==> src/rtl/olid_pkg.sv <==
// ----------------------------------------------------------------------------
// Ordered list package
// Field widths, operation and status codes, controller states and the
// command/status bundles between controller and datapath.
// ----------------------------------------------------------------------------
package olid_pkg;

   localparam int MODE_W   = 2;
   localparam int VALUE_W  = 32;
   localparam int POS_W    = 8;
   localparam int STATUS_W = 2;
   localparam int INDEX_W  = 6;

   // Operation codes; any other code is a delete at position
   localparam logic [MODE_W-1:0] MODE_INS_FRONT = 2'd0;
   localparam logic [MODE_W-1:0] MODE_APPEND    = 2'd1;

   // Result status codes
   localparam logic [STATUS_W-1:0] ST_DONE  = 2'd0;
   localparam logic [STATUS_W-1:0] ST_FULL  = 2'd1;
   localparam logic [STATUS_W-1:0] ST_RANGE = 2'd2;

   typedef enum logic [2:0] {
      S_IDLE,
      S_UPDATE,
      S_SHIFT_RD,
      S_SHIFT_WR,
      S_LIST
   } state_type;

   typedef struct packed {
      logic capture;
      logic update;
      logic shift_rd;
      logic shift_wr;
      logic list_issue;
   } ctl_cmd_type;

   typedef struct packed {
      logic need_shift;
      logic shift_end;
      logic list_end;
      logic a_free;
   } dp_stat_type;

endpackage

==> src/rtl/olid_req_if.sv <==
// ----------------------------------------------------------------------------
// Ordered list request channel
// One operation per transaction: mode, value and position.
// ----------------------------------------------------------------------------
interface olid_req_if;
   logic                                valid;
   logic                                ready;
   logic [olid_pkg::MODE_W-1:0]         mode;
   logic signed [olid_pkg::VALUE_W-1:0] value;
   logic [olid_pkg::POS_W-1:0]          position;

   modport source (output valid, output mode, output value, output position, input ready);
   modport sink   (input valid, input mode, input value, input position, output ready);
endinterface

==> src/rtl/olid_rsp_if.sv <==
// ----------------------------------------------------------------------------
// Ordered list response channel
// One listed element per transaction, last marks the end of a listing.
// ----------------------------------------------------------------------------
interface olid_rsp_if;
   logic                                 valid;
   logic                                 ready;
   logic [olid_pkg::STATUS_W-1:0]        status;
   logic                                 list_empty;
   logic signed [olid_pkg::VALUE_W-1:0]  element_value;
   logic [olid_pkg::INDEX_W-1:0]         element_index;
   logic                                 last;

   modport source (output valid, output status, output list_empty, output element_value,
                   output element_index, output last, input ready);
   modport sink   (input valid, input status, input list_empty, input element_value,
                   input element_index, input last, output ready);
endinterface

==> src/rtl/olid_ctrl.sv <==
// ----------------------------------------------------------------------------
// Ordered list controller
// Sequences capture, update, compaction after a delete and the listing reads.
// ----------------------------------------------------------------------------
module olid_ctrl (
   input  logic                  clock,
   input  logic                  reset,
   input  logic                  req_valid,
   output logic                  req_ready,
   input  olid_pkg::dp_stat_type stat,
   output olid_pkg::ctl_cmd_type cmd
);

   olid_pkg::state_type state_ff;
   olid_pkg::state_type state_in;

   always_ff @(posedge clock) begin
      if (reset) begin
         state_ff <= olid_pkg::S_IDLE;
      end else begin
         state_ff <= state_in;
      end
   end

   always_comb begin
      state_in  = state_ff;
      req_ready = 1'b0;
      cmd       = '0;
      case (state_ff)
         olid_pkg::S_IDLE: begin
            req_ready = 1'b1;
            if (req_valid) begin
               cmd.capture = 1'b1;
               state_in    = olid_pkg::S_UPDATE;
            end
         end
         olid_pkg::S_UPDATE: begin
            cmd.update = 1'b1;
            state_in   = stat.need_shift ? olid_pkg::S_SHIFT_RD : olid_pkg::S_LIST;
         end
         olid_pkg::S_SHIFT_RD: begin
            cmd.shift_rd = 1'b1;
            state_in     = olid_pkg::S_SHIFT_WR;
         end
         olid_pkg::S_SHIFT_WR: begin
            cmd.shift_wr = 1'b1;
            state_in     = stat.shift_end ? olid_pkg::S_LIST : olid_pkg::S_SHIFT_RD;
         end
         olid_pkg::S_LIST: begin
            // issue one read whenever the first output stage can take it
            if (stat.a_free) begin
               cmd.list_issue = 1'b1;
               if (stat.list_end) begin
                  state_in = olid_pkg::S_IDLE;
               end
            end
         end
         default: begin
            state_in = olid_pkg::S_IDLE;
         end
      endcase
   end

endmodule

==> src/rtl/olid_datapath.sv <==
// ----------------------------------------------------------------------------
// Ordered list datapath
// Circular element store with head pointer and length, delete compaction,
// and a two-stage read/output pipeline for the listing.
// ----------------------------------------------------------------------------
module olid_datapath #(
   parameter int CAPACITY = 16
) (
   input  logic                                 clock,
   input  logic                                 reset,
   input  olid_pkg::ctl_cmd_type                cmd,
   output olid_pkg::dp_stat_type                stat,
   input  logic [olid_pkg::MODE_W-1:0]          req_mode,
   input  logic signed [olid_pkg::VALUE_W-1:0]  req_value,
   input  logic [olid_pkg::POS_W-1:0]           req_position,
   output logic                                 rsp_valid,
   input  logic                                 rsp_ready,
   output logic [olid_pkg::STATUS_W-1:0]        rsp_status,
   output logic                                 rsp_list_empty,
   output logic signed [olid_pkg::VALUE_W-1:0]  rsp_element_value,
   output logic [olid_pkg::INDEX_W-1:0]         rsp_element_index,
   output logic                                 rsp_last
);

   localparam int LEN_W = $clog2(CAPACITY + 1);
   localparam int PTR_W = (CAPACITY > 1) ? $clog2(CAPACITY) : 1;
   localparam int SUM_W = LEN_W + 1;

   // logical position to store address, wrapping once around the ring
   function automatic logic [PTR_W-1:0] phys(input logic [PTR_W-1:0] base,
                                             input logic [LEN_W-1:0] off);
      logic [SUM_W-1:0] sum;
      sum = SUM_W'(base) + SUM_W'(off);
      if (sum >= SUM_W'(CAPACITY)) begin
         sum = sum - SUM_W'(CAPACITY);
      end
      return PTR_W'(sum);
   endfunction

   logic signed [olid_pkg::VALUE_W-1:0] mem [CAPACITY];

   logic [olid_pkg::MODE_W-1:0]         mode_ff;
   logic signed [olid_pkg::VALUE_W-1:0] value_ff;
   logic [olid_pkg::POS_W-1:0]          pos_ff;
   logic [PTR_W-1:0]                    head_ff, head_in;
   logic [LEN_W-1:0]                    len_ff, len_in;
   logic [LEN_W-1:0]                    cur_ff, cur_in;
   logic [olid_pkg::STATUS_W-1:0]       status_ff, status_in;
   logic signed [olid_pkg::VALUE_W-1:0] shift_data_ff;

   logic                                a_valid_ff;
   logic signed [olid_pkg::VALUE_W-1:0] a_data_ff;
   logic [olid_pkg::INDEX_W-1:0]        a_index_ff;
   logic                                a_last_ff;
   logic                                a_empty_ff;
   logic [olid_pkg::STATUS_W-1:0]       a_status_ff;

   logic                                b_valid_ff;
   logic signed [olid_pkg::VALUE_W-1:0] b_value_ff;
   logic [olid_pkg::INDEX_W-1:0]        b_index_ff;
   logic                                b_last_ff;
   logic                                b_empty_ff;
   logic [olid_pkg::STATUS_W-1:0]       b_status_ff;

   logic [PTR_W-1:0]                    head_dec, head_inc;
   logic [LEN_W-1:0]                    len_dec, cur_p1;
   logic                                is_ins, full, range_err, at_back;
   logic                                mem_we;
   logic [PTR_W-1:0]                    mem_waddr, rd_addr;
   logic signed [olid_pkg::VALUE_W-1:0] mem_wdata;
   logic                                a_move;

   assign head_dec  = (head_ff == '0) ? PTR_W'(CAPACITY - 1) : head_ff - PTR_W'(1);
   assign head_inc  = (head_ff == PTR_W'(CAPACITY - 1)) ? '0 : head_ff + PTR_W'(1);
   assign len_dec   = len_ff - LEN_W'(1);
   assign cur_p1    = cur_ff + LEN_W'(1);
   assign is_ins    = (mode_ff == olid_pkg::MODE_INS_FRONT) || (mode_ff == olid_pkg::MODE_APPEND);
   assign full      = (len_ff == LEN_W'(CAPACITY));
   assign range_err = (pos_ff >= olid_pkg::POS_W'(len_ff));
   assign at_back   = (olid_pkg::POS_W'(len_dec) == pos_ff);
   assign rd_addr   = phys(head_ff, cmd.shift_rd ? cur_p1 : cur_ff);
   assign a_move    = a_valid_ff && (!b_valid_ff || rsp_ready);

   assign stat.need_shift = !is_ins && !range_err && (pos_ff != '0) && !at_back;
   assign stat.shift_end  = (cur_p1 == len_dec);
   assign stat.list_end   = (len_ff == '0) || (cur_p1 == len_ff);
   assign stat.a_free     = !a_valid_ff || a_move;

   always_comb begin
      head_in   = head_ff;
      len_in    = len_ff;
      cur_in    = cur_ff;
      status_in = status_ff;
      mem_we    = 1'b0;
      mem_waddr = phys(head_ff, len_ff);
      mem_wdata = value_ff;
      if (cmd.update) begin
         status_in = olid_pkg::ST_DONE;
         cur_in    = '0;
         case (mode_ff)
            olid_pkg::MODE_INS_FRONT: begin
               if (full) begin
                  status_in = olid_pkg::ST_FULL;
               end else begin
                  mem_we    = 1'b1;
                  mem_waddr = head_dec;
                  head_in   = head_dec;
                  len_in    = len_ff + LEN_W'(1);
               end
            end
            olid_pkg::MODE_APPEND: begin
               if (full) begin
                  status_in = olid_pkg::ST_FULL;
               end else begin
                  mem_we = 1'b1;
                  len_in = len_ff + LEN_W'(1);
               end
            end
            default: begin
               // delete: drop the front by moving the head, the back by
               // shortening, anything between by compaction
               if (range_err) begin
                  status_in = olid_pkg::ST_RANGE;
               end else if (pos_ff == '0) begin
                  head_in = head_inc;
                  len_in  = len_dec;
               end else if (at_back) begin
                  len_in = len_dec;
               end else begin
                  cur_in = LEN_W'(pos_ff);
               end
            end
         endcase
      end
      if (cmd.shift_wr) begin
         mem_we    = 1'b1;
         mem_waddr = phys(head_ff, cur_ff);
         mem_wdata = shift_data_ff;
         if (stat.shift_end) begin
            cur_in = '0;
            len_in = len_dec;
         end else begin
            cur_in = cur_p1;
         end
      end
      if (cmd.list_issue) begin
         cur_in = cur_p1;
      end
   end

   always_ff @(posedge clock) begin
      if (reset) begin
         head_ff    <= '0;
         len_ff     <= '0;
         cur_ff     <= '0;
         status_ff  <= olid_pkg::ST_DONE;
         a_valid_ff <= 1'b0;
         b_valid_ff <= 1'b0;
      end else begin
         head_ff   <= head_in;
         len_ff    <= len_in;
         cur_ff    <= cur_in;
         status_ff <= status_in;
         if (cmd.list_issue) begin
            a_valid_ff <= 1'b1;
         end else if (a_move) begin
            a_valid_ff <= 1'b0;
         end
         if (a_move) begin
            b_valid_ff <= 1'b1;
         end else if (rsp_ready) begin
            b_valid_ff <= 1'b0;
         end
      end
   end

   always_ff @(posedge clock) begin
      if (mem_we) begin
         mem[mem_waddr] <= mem_wdata;
      end
   end

   always_ff @(posedge clock) begin
      if (cmd.capture) begin
         mode_ff  <= req_mode;
         value_ff <= req_value;
         pos_ff   <= req_position;
      end
      if (cmd.shift_rd) begin
         shift_data_ff <= mem[rd_addr];
      end
      if (cmd.list_issue) begin
         a_data_ff   <= mem[rd_addr];
         a_index_ff  <= olid_pkg::INDEX_W'(cur_ff);
         a_last_ff   <= stat.list_end;
         a_empty_ff  <= (len_ff == '0);
         a_status_ff <= status_ff;
      end
      if (a_move) begin
         // an empty listing carries a zero value whatever the store holds
         b_value_ff  <= a_empty_ff ? '0 : a_data_ff;
         b_index_ff  <= a_index_ff;
         b_last_ff   <= a_last_ff;
         b_empty_ff  <= a_empty_ff;
         b_status_ff <= a_status_ff;
      end
   end

   assign rsp_valid         = b_valid_ff;
   assign rsp_status        = b_status_ff;
   assign rsp_list_empty    = b_empty_ff;
   assign rsp_element_value = b_value_ff;
   assign rsp_element_index = b_index_ff;
   assign rsp_last          = b_last_ff;

   assert property (@(posedge clock) disable iff (reset)
      len_ff <= LEN_W'(CAPACITY))
      else $error("list length beyond capacity");

   assert property (@(posedge clock) disable iff (reset)
      cmd.update && is_ins && !full |=> len_ff == $past(len_ff) + LEN_W'(1))
      else $error("insert did not grow the list");

   assert property (@(posedge clock) disable iff (reset)
      cmd.list_issue |-> (!a_valid_ff || a_move) && !mem_we)
      else $error("listing read overruns stage or collides with a store write");

   assert property (@(posedge clock) disable iff (reset)
      b_valid_ff && b_empty_ff |-> b_last_ff && (b_value_ff == '0))
      else $error("empty listing not a single zero result");

endmodule

==> src/rtl/ordered_list_insert_delete.sv <==
// ----------------------------------------------------------------------------
// Ordered list with insert, append and delete
// Keeps up to CAPACITY signed 32-bit values and lists them after every
// operation.
// ----------------------------------------------------------------------------
// Usage:
//   req_ch carries one operation per transaction (mode, value, position).
//   rsp_ch returns the whole list front to back, one element per transaction,
//   with last set on the final one; an empty list gives one result with
//   list_empty set. Every result of an operation carries its status.
//   One operation is in work at a time: req_ch.ready is high only while idle.
//   Each operation is captured, then updated, then listed with one store read
//   per listed element (at least one).
//   A delete strictly inside the list adds one store read and one store write
//   per element moved up (length - position - 1 moves).
//   The first result passes the update, the listing read and both output stages.
//   The next operation is accepted as soon as the last read of a listing is
//   issued; results already read wait in a two-deep output pipeline.
//   When rsp_ch stalls, the listing halts and resumes without loss.
//   Reset empties the list; the store itself is not cleared.
// ----------------------------------------------------------------------------
module ordered_list_insert_delete #(
   parameter int CAPACITY = 16
) (
   input  logic      clock,
   input  logic      reset,
   olid_req_if.sink   req_ch,
   olid_rsp_if.source rsp_ch
);

   olid_pkg::ctl_cmd_type cmd;
   olid_pkg::dp_stat_type stat;

   olid_ctrl u_ctrl (
      .clock     (clock),
      .reset     (reset),
      .req_valid (req_ch.valid),
      .req_ready (req_ch.ready),
      .stat      (stat),
      .cmd       (cmd)
   );

   olid_datapath #(
      .CAPACITY (CAPACITY)
   ) u_datapath (
      .clock             (clock),
      .reset             (reset),
      .cmd               (cmd),
      .stat              (stat),
      .req_mode          (req_ch.mode),
      .req_value         (req_ch.value),
      .req_position      (req_ch.position),
      .rsp_valid         (rsp_ch.valid),
      .rsp_ready         (rsp_ch.ready),
      .rsp_status        (rsp_ch.status),
      .rsp_list_empty    (rsp_ch.list_empty),
      .rsp_element_value (rsp_ch.element_value),
      .rsp_element_index (rsp_ch.element_index),
      .rsp_last          (rsp_ch.last)
   );

endmodule
==> src/flat_wrapper.sv <==
// flat-port wrapper written by rule: the top's interface ports become plain ports
module ordered_list_insert_delete_flat 
#(
   parameter int CAPACITY = 16
)
  (clock, reset, req_ch_valid, req_ch_mode, req_ch_value, req_ch_position, req_ch_ready, rsp_ch_valid, rsp_ch_status, rsp_ch_list_empty, rsp_ch_element_value, rsp_ch_element_index, rsp_ch_last, rsp_ch_ready);
  olid_req_if req_ch_i ();
  olid_rsp_if rsp_ch_i ();
  input  logic clock;
  input  logic reset;
  input wire logic [$bits(req_ch_i.valid)-1:0] req_ch_valid;
  input wire logic [$bits(req_ch_i.mode)-1:0] req_ch_mode;
  input wire logic [$bits(req_ch_i.value)-1:0] req_ch_value;
  input wire logic [$bits(req_ch_i.position)-1:0] req_ch_position;
  output wire logic [$bits(req_ch_i.ready)-1:0] req_ch_ready;
  output wire logic [$bits(rsp_ch_i.valid)-1:0] rsp_ch_valid;
  output wire logic [$bits(rsp_ch_i.status)-1:0] rsp_ch_status;
  output wire logic [$bits(rsp_ch_i.list_empty)-1:0] rsp_ch_list_empty;
  output wire logic [$bits(rsp_ch_i.element_value)-1:0] rsp_ch_element_value;
  output wire logic [$bits(rsp_ch_i.element_index)-1:0] rsp_ch_element_index;
  output wire logic [$bits(rsp_ch_i.last)-1:0] rsp_ch_last;
  input wire logic [$bits(rsp_ch_i.ready)-1:0] rsp_ch_ready;
  assign req_ch_i.valid = req_ch_valid;
  assign req_ch_i.mode = req_ch_mode;
  assign req_ch_i.value = req_ch_value;
  assign req_ch_i.position = req_ch_position;
  assign req_ch_ready = req_ch_i.ready;
  assign rsp_ch_valid = rsp_ch_i.valid;
  assign rsp_ch_status = rsp_ch_i.status;
  assign rsp_ch_list_empty = rsp_ch_i.list_empty;
  assign rsp_ch_element_value = rsp_ch_i.element_value;
  assign rsp_ch_element_index = rsp_ch_i.element_index;
  assign rsp_ch_last = rsp_ch_i.last;
  assign rsp_ch_i.ready = rsp_ch_ready;
  ordered_list_insert_delete #(.CAPACITY(CAPACITY)) u_core (.clock(clock), .reset(reset), .req_ch(req_ch_i), .rsp_ch(rsp_ch_i));
endmodule
==> config.mk <==
export PLATFORM = sky130hd
export DESIGN_NAME = ordered_list_insert_delete_flat
export DESIGN_NICKNAME = d
export VERILOG_FILES = /design/src/rtl/olid_pkg.sv /design/src/rtl/olid_req_if.sv /design/src/rtl/olid_rsp_if.sv /design/src/rtl/olid_ctrl.sv /design/src/rtl/olid_datapath.sv /design/src/rtl/ordered_list_insert_delete.sv /design/src/flat_wrapper.sv
export SDC_FILE = /design/constraint.sdc
export NUM_CORES = 1
export LEC_CHECK = 0
export BUFFER_PORTS_ARGS = -buffer_cell sky130_fd_sc_hd__buf_2
export CAP_MARGIN = 20
export CORE_MARGIN = 4
export CORE_UTILIZATION = 49
export DETAILED_ROUTE_END_ITERATION = 6
export PLACE_DENSITY = 0.63
export SYNTH_ARGS = -nofsm -noshare
export SYNTH_HDL_FRONTEND = slang
export SYNTH_SLANG_ARGS = --single-unit
==> constraint.sdc <==
create_clock -name clock -period 4.9 [get_ports clock]
set_input_delay 0.245 -clock clock [delete_from_list [all_inputs] [get_ports clock]]
set_output_delay 0.245 -clock clock [all_outputs]
set_load 0.01 [all_outputs]
; ---- After elaboration in Yosys (flattened, before gate mapping)
; Memory sizes are Yosys's and may differ from the RTL's.
; Cells that the tools add are included.
[totals]
mem_bits_rw = 512
memories = 1
mem_bits_ro = 0
reg_bits = 177
latchBits = 0
wordCells = 137
[memory_table]
columns = memory, depth, width, rd, rd_clocked_by_memory_dff, write_ports, line
row1 = u_core.u_datapath.mem, 16, 32, 1, 0, 1, olid_datapath.sv:40  ; logic signed [olid_pkg::VALUE_W-1:0] mem [CAPACITY];
[classes]
n_div = 0
n_mul = 0
eq_ne = 15
n_shift = 0
bitwise = 1
n_lt_le_gt_ge = 4
n_mux = 58
n_addsub = 11
n_reduce_logical = 26
[op_table]
columns = operator, count
row1 = 5-bit 2-to-1 mux, 17
row2 = 4-bit 2-to-1 mux, 12
row3 = 32-bit 2-to-1 mux, 1
row4 = 1-bit 2-to-1 mux, 19
row5 = 4-bit by 5-bit adder with 6-bit output, 3
row6 = "6-bit by 5-bit greater-or-equal comparator with 1-bit output, second input constant", 3
row7 = "4-bit by 1-bit subtractor with 4-bit output, second input constant", 4
row8 = 3-bit 2-to-1 mux, 5
row9 = 3-bit case mux with 5 select lines, 1
row10 = "5-bit by 1-bit adder with 5-bit output, second input constant", 2
row11 = 5-bit == test, 2
row12 = 5-bit by 8-bit == test with 1-bit output, 1
row13 = 8-bit by 5-bit greater-or-equal comparator with 1-bit output, 1
row14 = 8-bit logical NOT, 1
row15 = 4-bit case mux with 2 select lines, 1
row16 = 8-bit nonzero test, 1
row17 = "3-bit by 2-bit == test with 1-bit output, second input constant", 2
row18 = "2-bit by 1-bit inequality test with 1-bit output, second input constant", 3
row19 = 2-bit nonzero test, 3
row20 = "5-bit == test, second input constant", 1
row21 = 1-bit logical NOT, 5
row22 = 5-bit logical NOT, 1
row23 = 5-bit AND reduction, 1
row24 = "5-bit by 1-bit subtractor with 5-bit output, second input constant", 1
row25 = 16 further kinds, 24

; ---- Depth between registers and ports, before layout
; Gate-level depths: netlist of run 1.
[depth]
ltp_word = 9
depth_mapped = 12

; ---- By module
; A second synthesis of run 1 with hierarchy kept.
[hier_totals]
cells_unflattened = 1394
area_unflattened_um2 = 27236.1
[modules_own_cells]
columns = mod, cells_per_inst, instances, area_per_inst_um2
row1 = olid_datapath, 1371, 1, 27045.9
row2 = olid_ctrl, 23, 1, 190.2

; ---- Worst setup path before layout of run 1
; Ideal clock, no wire load.
[synth_timing]
path_kind = reg2reg
from = register u_core.u_datapath.len_ff[1]
to = memory u_core.u_datapath.mem[12][0] in the netlist's numbering, enable pin
required_time_ps = 4479
arrival_time_ps = 3188
period_less_slack_ps = 3609
path_slack_ps = 1291
stages_incl_launch_ff = 9
path_buffers = 0
cell_sequence = dfxtp_1 > inv_1 > ha_1 > nand4bb_1 > nand3_1 > mux2i_1 > and3_1 > o21ai_0 > nor2_1
[synth_via]
elab_chain_len = 7
elab_cells_between_ends = 15
[synth_rtl]
columns = item, line
row1 = from (decl), olid_datapath.sv:46  ; logic [LEN_W-1:0] len_ff, len_in;
row2 = from (signal assigned), olid_datapath.sv:161  ; len_ff <= len_in;
row3 = 4-bit by 5-bit adder with 6-bit output or 5-bit == test (tied branches), "olid_datapath.sv:33, olid_datapath.sv:78"
row4 = 6-bit by 5-bit greater-or-equal comparator with 1-bit output (tied with other cells), olid_datapath.sv:34  ; if (sum >= SUM_W'(CAPACITY)) begin
row5 = 4-bit 2-to-1 mux or 1-bit 2-to-1 mux (tied branches), -
row6 = 4-bit 2-to-1 mux or 1-bit 2-to-1 mux (tied branches), "olid_datapath.sv:102, olid_datapath.sv:97"
row7 = 4-bit 2-to-1 mux or 1-bit 2-to-1 mux (tied branches), "olid_datapath.sv:100, olid_datapath.sv:135"
row8 = 4-bit 2-to-1 mux or 1-bit 2-to-1 mux (tied branches), "olid_datapath.sv:97, olid_datapath.sv:178"
row9 = 4-bit 2-to-1 mux or 1-bit 2-to-1 mux (tied branches), "olid_datapath.sv:135, olid_datapath.sv:179"
row10 = to (decl), olid_datapath.sv:40
; Parallel ways exist; a longest one is shown, timed or not.

; ---- Final worst setup path of run 1
[layout_timing]
from = register u_core.u_ctrl.state_ff[1]
to = register u_core.u_datapath.shift_data_ff[31] in the netlist's numbering (read register of u_core.u_datapath.mem), data pin
[layout_via]
elab_chain_len = 7
elab_cells_between_ends = 8
[layout_rtl]
columns = item, line
row1 = from (decl), olid_ctrl.sv:14  ; olid_pkg::state_type state_ff;
row2 = from (signal assigned), olid_ctrl.sv:19  ; state_ff <= olid_pkg::S_IDLE;
row3 = from (signal assigned), olid_ctrl.sv:21  ; state_ff <= state_in;
row4 = 3-bit by 2-bit == test with 1-bit output *, olid_ctrl.sv:29  ; case (state_ff)
row5 = 1-bit 2-to-1 mux *, olid_ctrl.sv:29
row6 = 5-bit 2-to-1 mux *, olid_datapath.sv:81  ; assign rd_addr = phys(head_ff, cmd.shift_rd ? cur_p1 : cur_ff);
row7 = 4-bit by 5-bit adder with 6-bit output *, olid_datapath.sv:33  ; sum = SUM_W'(base) + SUM_W'(off);
row8 = 6-bit by 5-bit greater-or-equal comparator with 1-bit output or 4-bit by 1-bit subtractor with 4-bit output (tied branches), "olid_datapath.sv:34, olid_datapath.sv:35"
row9 = 4-bit 2-to-1 mux *, olid_datapath.sv:34
row10 = memory read 16 x 32 bit *, -
row11 = to (decl), olid_datapath.sv:49  ; logic signed [olid_pkg::VALUE_W-1:0] shift_data_ff;
; Mark *: on every way between the ends. The rest lies on a longest branch, timed or not.
; A chain may end at the register's enable or synchronous reset.

==> results.md, run 1 <==
- Post-CTS Setup Inserts: 0
- CP Capture Type: flip-flop
- Number of cell rows: 85
- Antenna cells: 0
- Place WS: 1.06 ns
- Pleak: between 10 and 15 nW
- CP bufs+invs: 1
- Worst-Skew Late Latency: 0.61 ns
- Die area: a little under 60000 sq um
- # setup viols final: 0
- Worst Path Required: 5.20 ns
- Ratio of cells with drive above 1 in the final layout: 23.3%
- Vias in the first global route: roughly 14000
- Most common cell after layout, fill and taps aside: edfxtp_1
- Mapped Nets: 1547
- Synth area leaders: edfxtp_1 74%, mux4_2 11%, nand2_1 2.5%
- Largest net degree at the start of global routing: 76
- Die W: about 240 microns
- Flop pwr share: between 50% and 60%
- Drt total wl: slightly above 60000 microns
- Initial antenna violation count: 1
- Hold Path End: u_core.u_datapath.head_ff[2]
- Net Sw Frac: roughly 23%
- Initial core utilization: 49.9%
- Yosys top cell area share: about three quarters
- CP max-delay cell: fa_4
- Main synth FF type: edfxtp_1
- Final slew viol count: 0
- TritonCTS clock tree: done
- Vert. Die Dim: about 240 microns
- Global-route wire length before repair: 91900 microns
- Yosys warns: 0
- Finished Core Util: 58.0%
- CP peak stage delay: about 0.90 ns
- EDFF count, synth: 668
- Comb pwr share: 9.0%
- # H-tree levels: 3
- Fin area: around 32000 sq um
- Slew @ Worst Pin: between 1 and 1.5 ns
- Pwr/cell area: 414 nW/um^2
- DRC viols: 0
- Hold depth: 2
- Reg2reg end: u_core.u_datapath.shift_data_ff[31]
- CP max FO: 75
- Overall routing resource usage: 20.8%
- Cell Area, Placed: around 29000 sq um
- Fmax: roughly 0.26 GHz
- CTS Buffer Depth: 3
- DR WL/cell: approximately 25 microns
- Synthesized area: 27100 sq um
- Most frequent cells in the layout: 668 x edfxtp_1, 180 x nand2_1, 128 x mux4_2
- Clk sinks: approximately 690
- PortBufs: between 80 and 90
- Synthesis-stage register bit count: 689
- DR pass1 iterations: 5
- Ports: 90
- Met2 Usage GRT: between 30% and 40%
- VDD IR max: around 300 uV
- Startpoint Class: flip-flop
- Cell family with most CP delay: adder cells
- Met3 GRT Util: 3.78%
- Post-Syn Instances: ~1500
- Avg Cell Area, Syn: around 18 sq um
- 1st-iter DRT viols: between 1000 and 1500
- Final setup margin: approximately 1 ns
- Min cycle time layout: around 3.9 ns
- Layout Nets: approximately 1700
- CP Cell Sequence: nand2_1 > xnor2_1 > ha_4 > fa_4 > buf_12 > mux4_2 > and2_1 > a211oi_1 > a31oi_1
- Final worst-path cycle share: about four fifths
- Internal power: ~10 mW
- Worst Skew: between 0.01 and 0.015 ns
- Area growth syn-to-layout: 16.2%
- Total grt overflow: 0
- Dpl hpwl: about 33000 microns
- R2R depth: 9
- Core area: 54300 sq um
- Fin Setup TNS: 0 ns
- RSZ-0062 raised after global routing: no
- Reg-to-Reg Start: u_core.u_ctrl.state_ff[1]
- Distinct cell type count after synthesis: 58
- Hold Crit Start: reset
- Antenna-violating nets left: 0
- HP Class: in2reg
- M1 GR Usage: 30.2%
- NetSw: 2.95 mW
- Reg2Reg Setup Slack: between 1 and 1.5 ns
- Total power: ~13 mW
- Max_cap viols: 0
- Gpl congestion: ~0.84
- Vias per cell: a little under 6
- Via count: 14100
- Worst slew margin: approximately a third
- Status: complete, no violations
- Ys async rst share: 0%
- WP data arrival: 4.17 ns
- Seq/Total Area, Yosys: approximately three quarters
- GR peak layer: met2
- Root buf cell: clkbuf_16
- CTS buffer count: 71
- Clock power share: roughly two fifths
- Final hold violations: 0
- Clk pin slew, worst setup/hold paths: 0.06 ns
- Synth area leader: edfxtp_1
- Crit Path Class: reg2reg
==> through the flow <==
step / hold WS (ns) / cells
2_1_floorplan: 0.344 / 1478
3_3_place_gp: 0.401 / 2274
3_5_place_dp: 0.406 / 2276
4_1_cts: 0.0435 / 2443
5_1_grt: 0.0778 / 2444
6_report: 0.0714 / 2444
==> power by group through the flow <==
stage | Combinational (mW) | Clock (mW) | Sequential, mW
6_report | 1.17 | 5.21 | 6.68
5_1_grt | 1.28 | 5.59 | 6.68
4_1_cts | 1.19 | 5.33 | 6.68
3_5_place_dp | 1.16 | 0 | 6.80
3_3_place_gp | 1.14 | 0 | 6.80
2_1_floorplan | 0.815 | 0 | 6.78
==> metal layers <==
layer  routed length (microns)  up-vias
li1                          -     6201
met1                     26700     7338
met2                     29000      471
met3                      3780       94
met4                      1260        0
met5                         0        -
==> area by class of cell <==
class	count	area [sq um]
fill	4076	22800
sequential	689	20500
multi-input combinational	704	6490
clock buffer	82	1840
timing repair buffer	176	1350
tap	739	925
clock inverter	41	392
inverter	13	48.8
==> state kept, by name (all words and copies together) (netlist names), 2 cells and up <==
register                             cells
u_core.u_datapath.head_ff                4
u_core.u_datapath.a_data_ff             32
u_core.u_datapath.rsp_status             2
u_core.u_datapath.rsp_element_value     32
u_core.u_datapath.a_index_ff             5
u_core.u_datapath.a_status_ff            2
u_core.u_datapath.cur_ff                 5
u_core.u_datapath.len_ff                 5
u_core.u_ctrl.state_ff                   3
u_core.u_datapath.value_ff              32
u_core.u_datapath.pos_ff                 8
u_core.u_datapath.mode_ff                2
u_core.u_datapath.rsp_element_index      5
u_core.u_datapath.mem                  512
u_core.u_datapath.status_ff              2
u_core.u_datapath.shift_data_ff         32
==> synth_stat cells, drive strengths merged, types with 18 or more instances <==
master  instances
a211oi         35
a21oi          22
a31oi          38
and2           36
buf            29
clkbuf         43
dfxtp          21
edfxtp        668
ha             20
mux4          128
nand2         181
nor2           46
nor2b          37
nor3           20
o21ai          18
xnor2          26
==> what timing repair did <==
item,4_1_cts,5_1_grt
resized for setup,0,0
endpoints found under the hold margin,45,0
hold buffers,44,0
==> worst reg2reg max path, delay by kind of cell (launching register included) <==
kind / cells / cell delay, ns
and+or+nand+nor: 2 / 0.41
adders and majority gates: 2 / 1.11
DFF: 1 / 0.63
buffers and inverters: 1 / 0.43
xor gates and xnor gates: 1 / 0.24
AOI/OAI and AO/OA: 2 / 0.34
muxes: 1 / 0.40
==> cell families (layout without fill, tap and decap cells) <==
| group | count (synthesis) | count (layout) | share of synthesized area (%) |
|---|---|---|---|
| flip-flops | 689 | 689 | 75.5 |
| AND/OR/NAND/NOR | 364 | 364 | 6.29 |
| AO/OA/AOI/OAI | 146 | 146 | 3.65 |
| multiplexers | 133 | 133 | 10.8 |
| buffers and inverters | 85 | 312 | 1.29 |
| XOR/XNOR | 37 | 37 | 1.29 |
| adder cells (fa/ha/maj) | 23 | 23 | 1.14 |
| other | 1 | 1 | 0.0138 |
==> how the worst max path moves through the flow <==
stage / startpoint / slack [ns] / depth (start not counted) / end
after floorplan: u_core.u_datapath.len_ff[1] / 1.29 / 8 / u_core.u_datapath.mem[12][0]
after global placement: u_core.u_ctrl.state_ff[1] / 1.14 / 9 / u_core.u_datapath.a_data_ff[31]
after detailed placement: u_core.u_ctrl.state_ff[1] / 1.06 / 9 / u_core.u_datapath.a_data_ff[22]
after CTS: u_core.u_ctrl.state_ff[1] / 1.05 / 9 / u_core.u_datapath.a_data_ff[22]
after global routing: u_core.u_ctrl.state_ff[1] / 0.86 / 9 / u_core.u_datapath.a_data_ff[22]
final: u_core.u_ctrl.state_ff[1] / 1.03 / 9 / u_core.u_datapath.shift_data_ff[31]
Power figures use the tool's default switching activity.
==> run 2, diff against run 1 <==
--- a/config.mk
+++ b/config.mk
@@ -5,6 +5,7 @@
 export SDC_FILE = /design/constraint.sdc
 export NUM_CORES = 1
 export LEC_CHECK = 0
+export ABC_AREA = 1
 export BUFFER_PORTS_ARGS = -buffer_cell sky130_fd_sc_hd__buf_2
 export CAP_MARGIN = 20
 export CORE_MARGIN = 4
==> constraint.sdc (replaced) <==
create_clock -name clock -period 3.8 [get_ports clock]
set_input_delay 0.19 -clock clock [delete_from_list [all_inputs] [get_ports clock]]
set_output_delay 0.19 -clock clock [all_outputs]
set_load 0.01 [all_outputs]
==> run 2 against run 1 <==
- first-iteration DRC count increased by 17%
- clock-buffer cell count increased by 8
- power increased by 32%
- global-route usage increased by 0.67 points
- cell count increased by 26%
- worst hold slack improved by 0.22 ns
- combinational power increased by 44%
- final area increased by 3.2%
- via count increased by 19%
- largest cell class unchanged
- highest routed layer unchanged
==> results.md, run 2 <==
- Worst slew margin: between 20% and 30%
- DR WL/cell: about 21 microns
- Die area: ~60000 sq um
- Die W: ~250 microns
- Avg Cell Area, Syn: around 13 sq um
- Final hold violations: 0
- Worst Skew: roughly 0.021 ns
- Fin Setup TNS: 0 ns
- Clk pin slew, worst setup/hold paths: approximately 0.060 ns
- Max FFs per register: 512
- Antenna cells: 0
- Total grt overflow: 0
- Vias per cell: 5.48
- Synth area leader: edfxtp_1
- NetSw: about 4 mW
- HP Class: in2reg
- Most frequent cells in the layout: 668 x edfxtp_1, 259 x nand2_1, 217 x inv_1, 217 x o21ai_0, 182 x a21oi_1
- Drt total wl: approximately 66000 microns
- Number of cell rows: a little under 90
- CTS buffer count: between 70 and 80
- # setup viols final: 0
- Root buf cell: clkbuf_16
- Gpl congestion: about 0.85
- Reg-to-Reg Start: u_core.u_datapath.cur_ff[0]
- Pleak: about 12 nW
- Layout Nets: 2329
- Initial antenna violation count: 0
- Overall routing resource usage: a little over a fifth
- Synthesized area: between 20000 and 30000 sq um
- R2R depth: 9
- Reg2Reg Setup Slack: approximately 0.24 ns
- TritonCTS clock tree: done
- CP Capture Type: flip-flop
- Flop pwr share: between 50% and 60%
- CTS Buffer Depth: 3
- Global-route wire length before repair: between 90000 and 100000 microns
- Ratio of cells with drive above 1 in the final layout: around 12%
- Most common cell after layout, fill and taps aside: edfxtp_1
- Hold Path End: u_core.u_datapath.value_ff[22]
- Startpoint Class: flip-flop
- DRC viols: 0
- Internal power: around 13 mW
- Hold depth: 2
- Comb pwr share: a little under 10%
- Min cycle time layout: about 3.6 ns
- Placed instance count: between 2000 and 3000
- Worst-Skew Late Latency: approximately 0.60 ns
- Post-Syn Instances: 2096
- Ys async rst share: 0%
- Pwr/cell area: ~530 nW/um^2
- Vias in the first global route: between 15000 and 20000
- CP max FO: 28
- Seq/Total Area, Yosys: between 70% and 80%
- Status: complete, no violations
- Synthesis-stage register bit count: between 600 and 700
- # H-tree levels: 3
- Fmax: roughly 0.28 GHz
- Hold Crit Start: req_ch_value[22]
- Initial core utilization: roughly half
- EDFF count, synth: approximately 670
- Commonest cells in the netlist: 668 x edfxtp_1, 259 x nand2_1, 219 x inv_1, 217 x o21ai_0, 183 x a21oi_1
- Clk sinks: approximately 700
- Area growth syn-to-layout: 16.3%
- Distinct cell type count after synthesis: 40
- Synth area leaders: edfxtp_1 72%, mux2i_1 4.6%, o21ai_0 3.9%
- Dpl hpwl: ~36000 microns
- VDD IR max: slightly above 300 uV
- Final slew viol count: 0
- PortBufs: 88
- Reg2reg end: u_core.u_datapath.a_data_ff[29]
- Vert. Die Dim: between 200 and 250 microns
- Largest net degree at the start of global routing: 92
- Biggest register: u_core.u_datapath.mem
- Antenna-violating nets left: 0
- Core area: 56400 sq um
- Main synth FF type: edfxtp_1
- Yosys top cell area share: slightly above 70%
- Fin cells: 3068
- Final worst-path cycle share: 93.6%
- Post-CTS Setup Inserts: 0
- Via count: 16800
- 1st-iter DRT viols: roughly 1400
- DR pass1 iterations: 5
- Slew @ Worst Pin: about 1.1 ns
- Worst Path Required: around 4.2 ns
- Total power: 17.2 mW
- Net Sw Frac: 23.1%
- Mapped Nets: around 2200
- WP data arrival: between 3 and 4 ns
- Most frequent cell after synthesis: edfxtp_1
- RSZ-0062 raised after global routing: no
- Clock power share: between 40% and 50%
- Crit Path Class: reg2reg
- Max_cap viols: 0
- Yosys warns: 0
- Ports: 90
-- run 2: area by class of cell --
class | instances | area (sq um)
Clock buffer | 90 | 1980
Clock inverter | 36 | 332
Fill cell | 4505 | 23900
Inverter | 226 | 850
Multi-Input combinational cell | 1075 | 6350
Sequential cell | 689 | 20500
Tap cell | 756 | 946
Timing Repair Buffer | 196 | 1590
-- run 2: per-layer routing --
layer | GRT usage (%) | share of wire (%) | vias to the layer above
met5 | 0 | 0 | -
met4 | 6.89 | 2.3 | 0
met3 | 3.72 | 6.3 | 93
met2 | 35.0 | 47 | 507
met1 | 29.6 | 44 | 8325
li1 | - | - | 7875
-- run 2: how the worst max path moves through the flow --
stage                                startpoint                                   to  cells past startpoint
finish              u_core.u_datapath.cur_ff[0]      u_core.u_datapath.a_data_ff[29]                      9
global route        u_core.u_datapath.cur_ff[0]  u_core.u_datapath.shift_data_ff[31]                      9
CTS                 u_core.u_datapath.cur_ff[0]  u_core.u_datapath.shift_data_ff[31]                      9
detailed placement  u_core.u_datapath.cur_ff[0]  u_core.u_datapath.shift_data_ff[31]                      9
global placement    u_core.u_datapath.cur_ff[0]      u_core.u_datapath.a_data_ff[26]                      9
floorplan           u_core.u_datapath.len_ff[1]         u_core.u_datapath.mem[11][0]                     11
-- run 2: timing repair --
action	4_1_cts	5_1_grt
hold buffers	45	0
resized for setup	0	0
endpoints found under the hold margin	47	0
-- run 2: power groups by stage --
stage | Combinational, mW | Sequential, mW | Clock (mW)
global route | 1.86 | 8.61 | 7.38
floorplan | 1.14 | 8.75 | 0
detailed placement | 1.64 | 8.77 | 0
finish | 1.68 | 8.61 | 6.90
global placement | 1.60 | 8.76 | 0
CTS | 1.68 | 8.61 | 7.04
-- run 2: kinds of logic after synthesis --
group,Yosys count,share of synthesized area [%]
AOI/OAI and AO/OA,513,10.0
xor gates and xnor gates,21,0.779
DFF,689,73.3
and+or+nand+nor,389,5.58
buffers and inverters,332,4.67
other,1,0.0134
adders and majority gates,23,1.11
muxes,128,4.58
-- run 2: worst max-delay path, cell delays in order (launching register included) --
cell	delay (ns)
dfxtp_1	0.41
ha_1	0.28
xnor2_1	0.35
o21ai_0	0.17
ha_1	0.36
a21oi_1	0.16
xnor2_4	0.92
buf_4	0.39
a21oi_1	0.07
a31oi_1	0.25
-- run 2: per-stage QoR --
step | setup WS (ns) | cell area (sq um) | hold slack, ns | util (%)
after global routing | 0.0459 | 32500 | 0.281 | 57.7
final | 0.242 | 32500 | 0.293 | 57.7
after detailed placement | 0.348 | 29800 | 0.368 | 52.8
after CTS | 0.321 | 32500 | 0.254 | 57.7
after global placement | 0.516 | 29800 | 0.367 | 52.8
after floorplan | 0.346 | 28000 | 0.259 | -
==> run 3, diff against run 2 <==
--- a/config.mk
+++ b/config.mk
@@ -11,7 +11,8 @@
 export CORE_MARGIN = 4
 export CORE_UTILIZATION = 49
 export DETAILED_ROUTE_END_ITERATION = 6
-export PLACE_DENSITY = 0.63
+export PLACE_DENSITY = 0.68
+export SKIP_LAST_GASP = 1
 export SYNTH_ARGS = -nofsm -noshare
 export SYNTH_HDL_FRONTEND = slang
 export SYNTH_SLANG_ARGS = --single-unit
==> run 3 against run 2 <==
- die area did not move
- cell count fell by 0.16%
- global-route usage barely moved
- clock power barely moved
- worst setup slack improved by 0.20 ns
- critical path depth did not move
- combinational power barely moved
- clock skew rose by 0.0024 ns
- final area barely moved
- worst hold slack got worse by 0.21 ns
- non-clock buffer count fell by 4
- fmax rose by 6.0%
==> results.md, run 3 (synthesized netlist as in run 2, its figures left out) <==
- Status: complete, no violations
- Layout fillers: between 4000 and 5000
- Fin Setup TNS: 0 ns
- Crit Path Class: reg2reg
- Hold buffers post-CTS: 45
- Largest net degree at the start of global routing: 102
- Clk sinks: around 690
- Pwr/cell area: 528 nW/um^2
- Place WS: about 0.5 ns
- DRC viols: 0
- 1st-iter DRT viols: between 1500 and 2000
- Total grt overflow: 0
- Final hold violations: 0
- Multi-input gate area: roughly 6300 sq um
- Antenna-violating nets left: 0
- Cell family with most CP delay: XOR/XNOR gates
- Worst slew margin: roughly 24%
- Finished Core Util: 57.7%
- CP Capture Type: flip-flop
- Startpoint Class: flip-flop
- Number of cell rows: 87
- Pleak: approximately 12 nW
- CP max FO: 33
- Vert. Die Dim: between 200 and 250 microns
- Clk pin slew, worst setup/hold paths: approximately 0.060 ns
- Antenna cells: 0
- Register Area: ~20000 sq um
- Biggest register: u_core.u_datapath.mem
- CTS buffer count: 70
- Vias in the first global route: approximately 17000
- Most frequent cells in the layout: 668 x edfxtp_1, 259 x nand2_1, 217 x inv_1, 217 x o21ai_0, 182 x a21oi_1
- Post-CTS sizing: 0
- Worst Skew: between 0.02 and 0.025 ns
- Die W: 247 microns
- Max_cap viols: 0
- VDD IR max: 318 uV
- DR pass1 iterations: 5
- Root buf cell: clkbuf_16
- Vias per cell: roughly 5.6
- Min cycle time layout: about 3.4 ns
- Gpl congestion: ~0.87
- CP max-delay cell: xnor2_4
- Final slew viol count: 0
- Ports: 90
- HP Class: in2reg
- PortBufs: between 80 and 90
- CTS Buffer Depth: 3
- Core area: 56400 sq um
- WP data arrival: ~3.8 ns
- RSZ-0062 raised after global routing: no
- CP peak stage delay: 0.81 ns
- CP Cell Sequence: ha_1 > xnor2_1 > o21ai_0 > ha_1 > a21oi_1 > xnor2_4 > buf_12 > a21oi_1 > a31oi_1
- Most common cell after layout, fill and taps aside: edfxtp_1
- # setup viols final: 0
- Via count: ~17000
- Die area: a little over 60000 sq um
- Post-CTS Setup Inserts: 0
- # H-tree levels: 3
- Overall routing resource usage: 21.5%
- Worst-Skew Late Latency: 0.60 ns
- Dpl hpwl: ~35000 microns
- CP bufs+invs: 1
- Ratio of cells with drive above 1 in the final layout: between 10% and 20%
- Initial antenna violation count: 1
- DR WL/cell: 21.4 microns
- Final worst-path cycle share: about nine tenths
- Slew @ Worst Pin: about 1.1 ns
- Final hold slack: around 0.084 ns
- Global-route wire length before repair: 99300 microns
- Final setup margin: around 0.44 ns
- Layout Nets: 2323
- Area growth syn-to-layout: 16.3%
- Drt total wl: 65500 microns
- TritonCTS clock tree: done
- Initial core utilization: 49.6%
- Fmax: between 0.2 and 0.3 GHz
- Worst Path Required: around 4.2 ns
- Max FFs per register: a little over 500
-- run 3: changes by cell type in the layout (fill, tap and decap cells not counted), sizes merged --
| cell | change |
|---|---|
| clkinv | -1 |
| clkinvlp | -2 |
| buf | -4 |
| inv | +1 |
| bufinv | +2 |
| clkbuf | -1 |
-- run 3: cell type report --
class | instances | area share, %
tap | 756 | 2.91
clock buffer | 89 | 5.87
timing repair buffer | 192 | 4.95
multi-input combinational | 1075 | 19.5
sequential | 689 | 63.0
clock inverter | 36 | 1.17
inverter | 226 | 2.61
-- run 3: metal layers --
layer | global-route usage (%) | up-vias | wire [microns]
li1 | - | 7863 | -
met1 | 30.1 | 8351 | 27500
met2 | 35.0 | 760 | 31300
met3 | 3.12 | 118 | 5140
met4 | 7.19 | 0 | 1570
met5 | 0 | - | 0
-- run 3: worst paths after layout --
path | start | to | slack (ns) | cells after the start
worst max register to register | u_core.u_datapath.cur_ff[0] | u_core.u_datapath.shift_data_ff[16] | 0.44 | 9
worst min-delay path | rsp_ch_ready | u_core.u_datapath.a_valid_ff | 0.08 | 6
worst max-delay path | u_core.u_datapath.cur_ff[0] | u_core.u_datapath.shift_data_ff[16] | 0.44 | 9
worst min register to register | u_core.u_datapath.a_last_ff | u_core.u_datapath.rsp_last | 0.42 | 0
-- run 3: power breakdown --
group / total [mW] / switching [mW] / leakage [nW] / internal [mW]
Combinational: 1.67 / 1.10 / 4.26 / 0.576
Clock: 6.89 / 2.79 / 1.12 / 4.10
Sequential: 8.61 / 0.0557 / 6.21 / 8.55
-- run 3: metrics by stage --
stage          instances  cell area [sq um]  power (mW)
6_report            3063              32500        17.2
5_1_grt             3063              32500        17.8
4_1_cts             3063              32500        17.3
3_5_place_dp        2893              29800        10.4
3_3_place_gp        2893              29800        10.3
2_1_floorplan       2096              28000        9.89
-- run 3: tightest hold or removal path: cells and delay by family --
| family | cells | cell delay, ns |
|---|---|---|
| simple gates | 2 | 0.14 |
| compound gates | 1 | 0.07 |
| buf+inv | 3 | 0.22 |
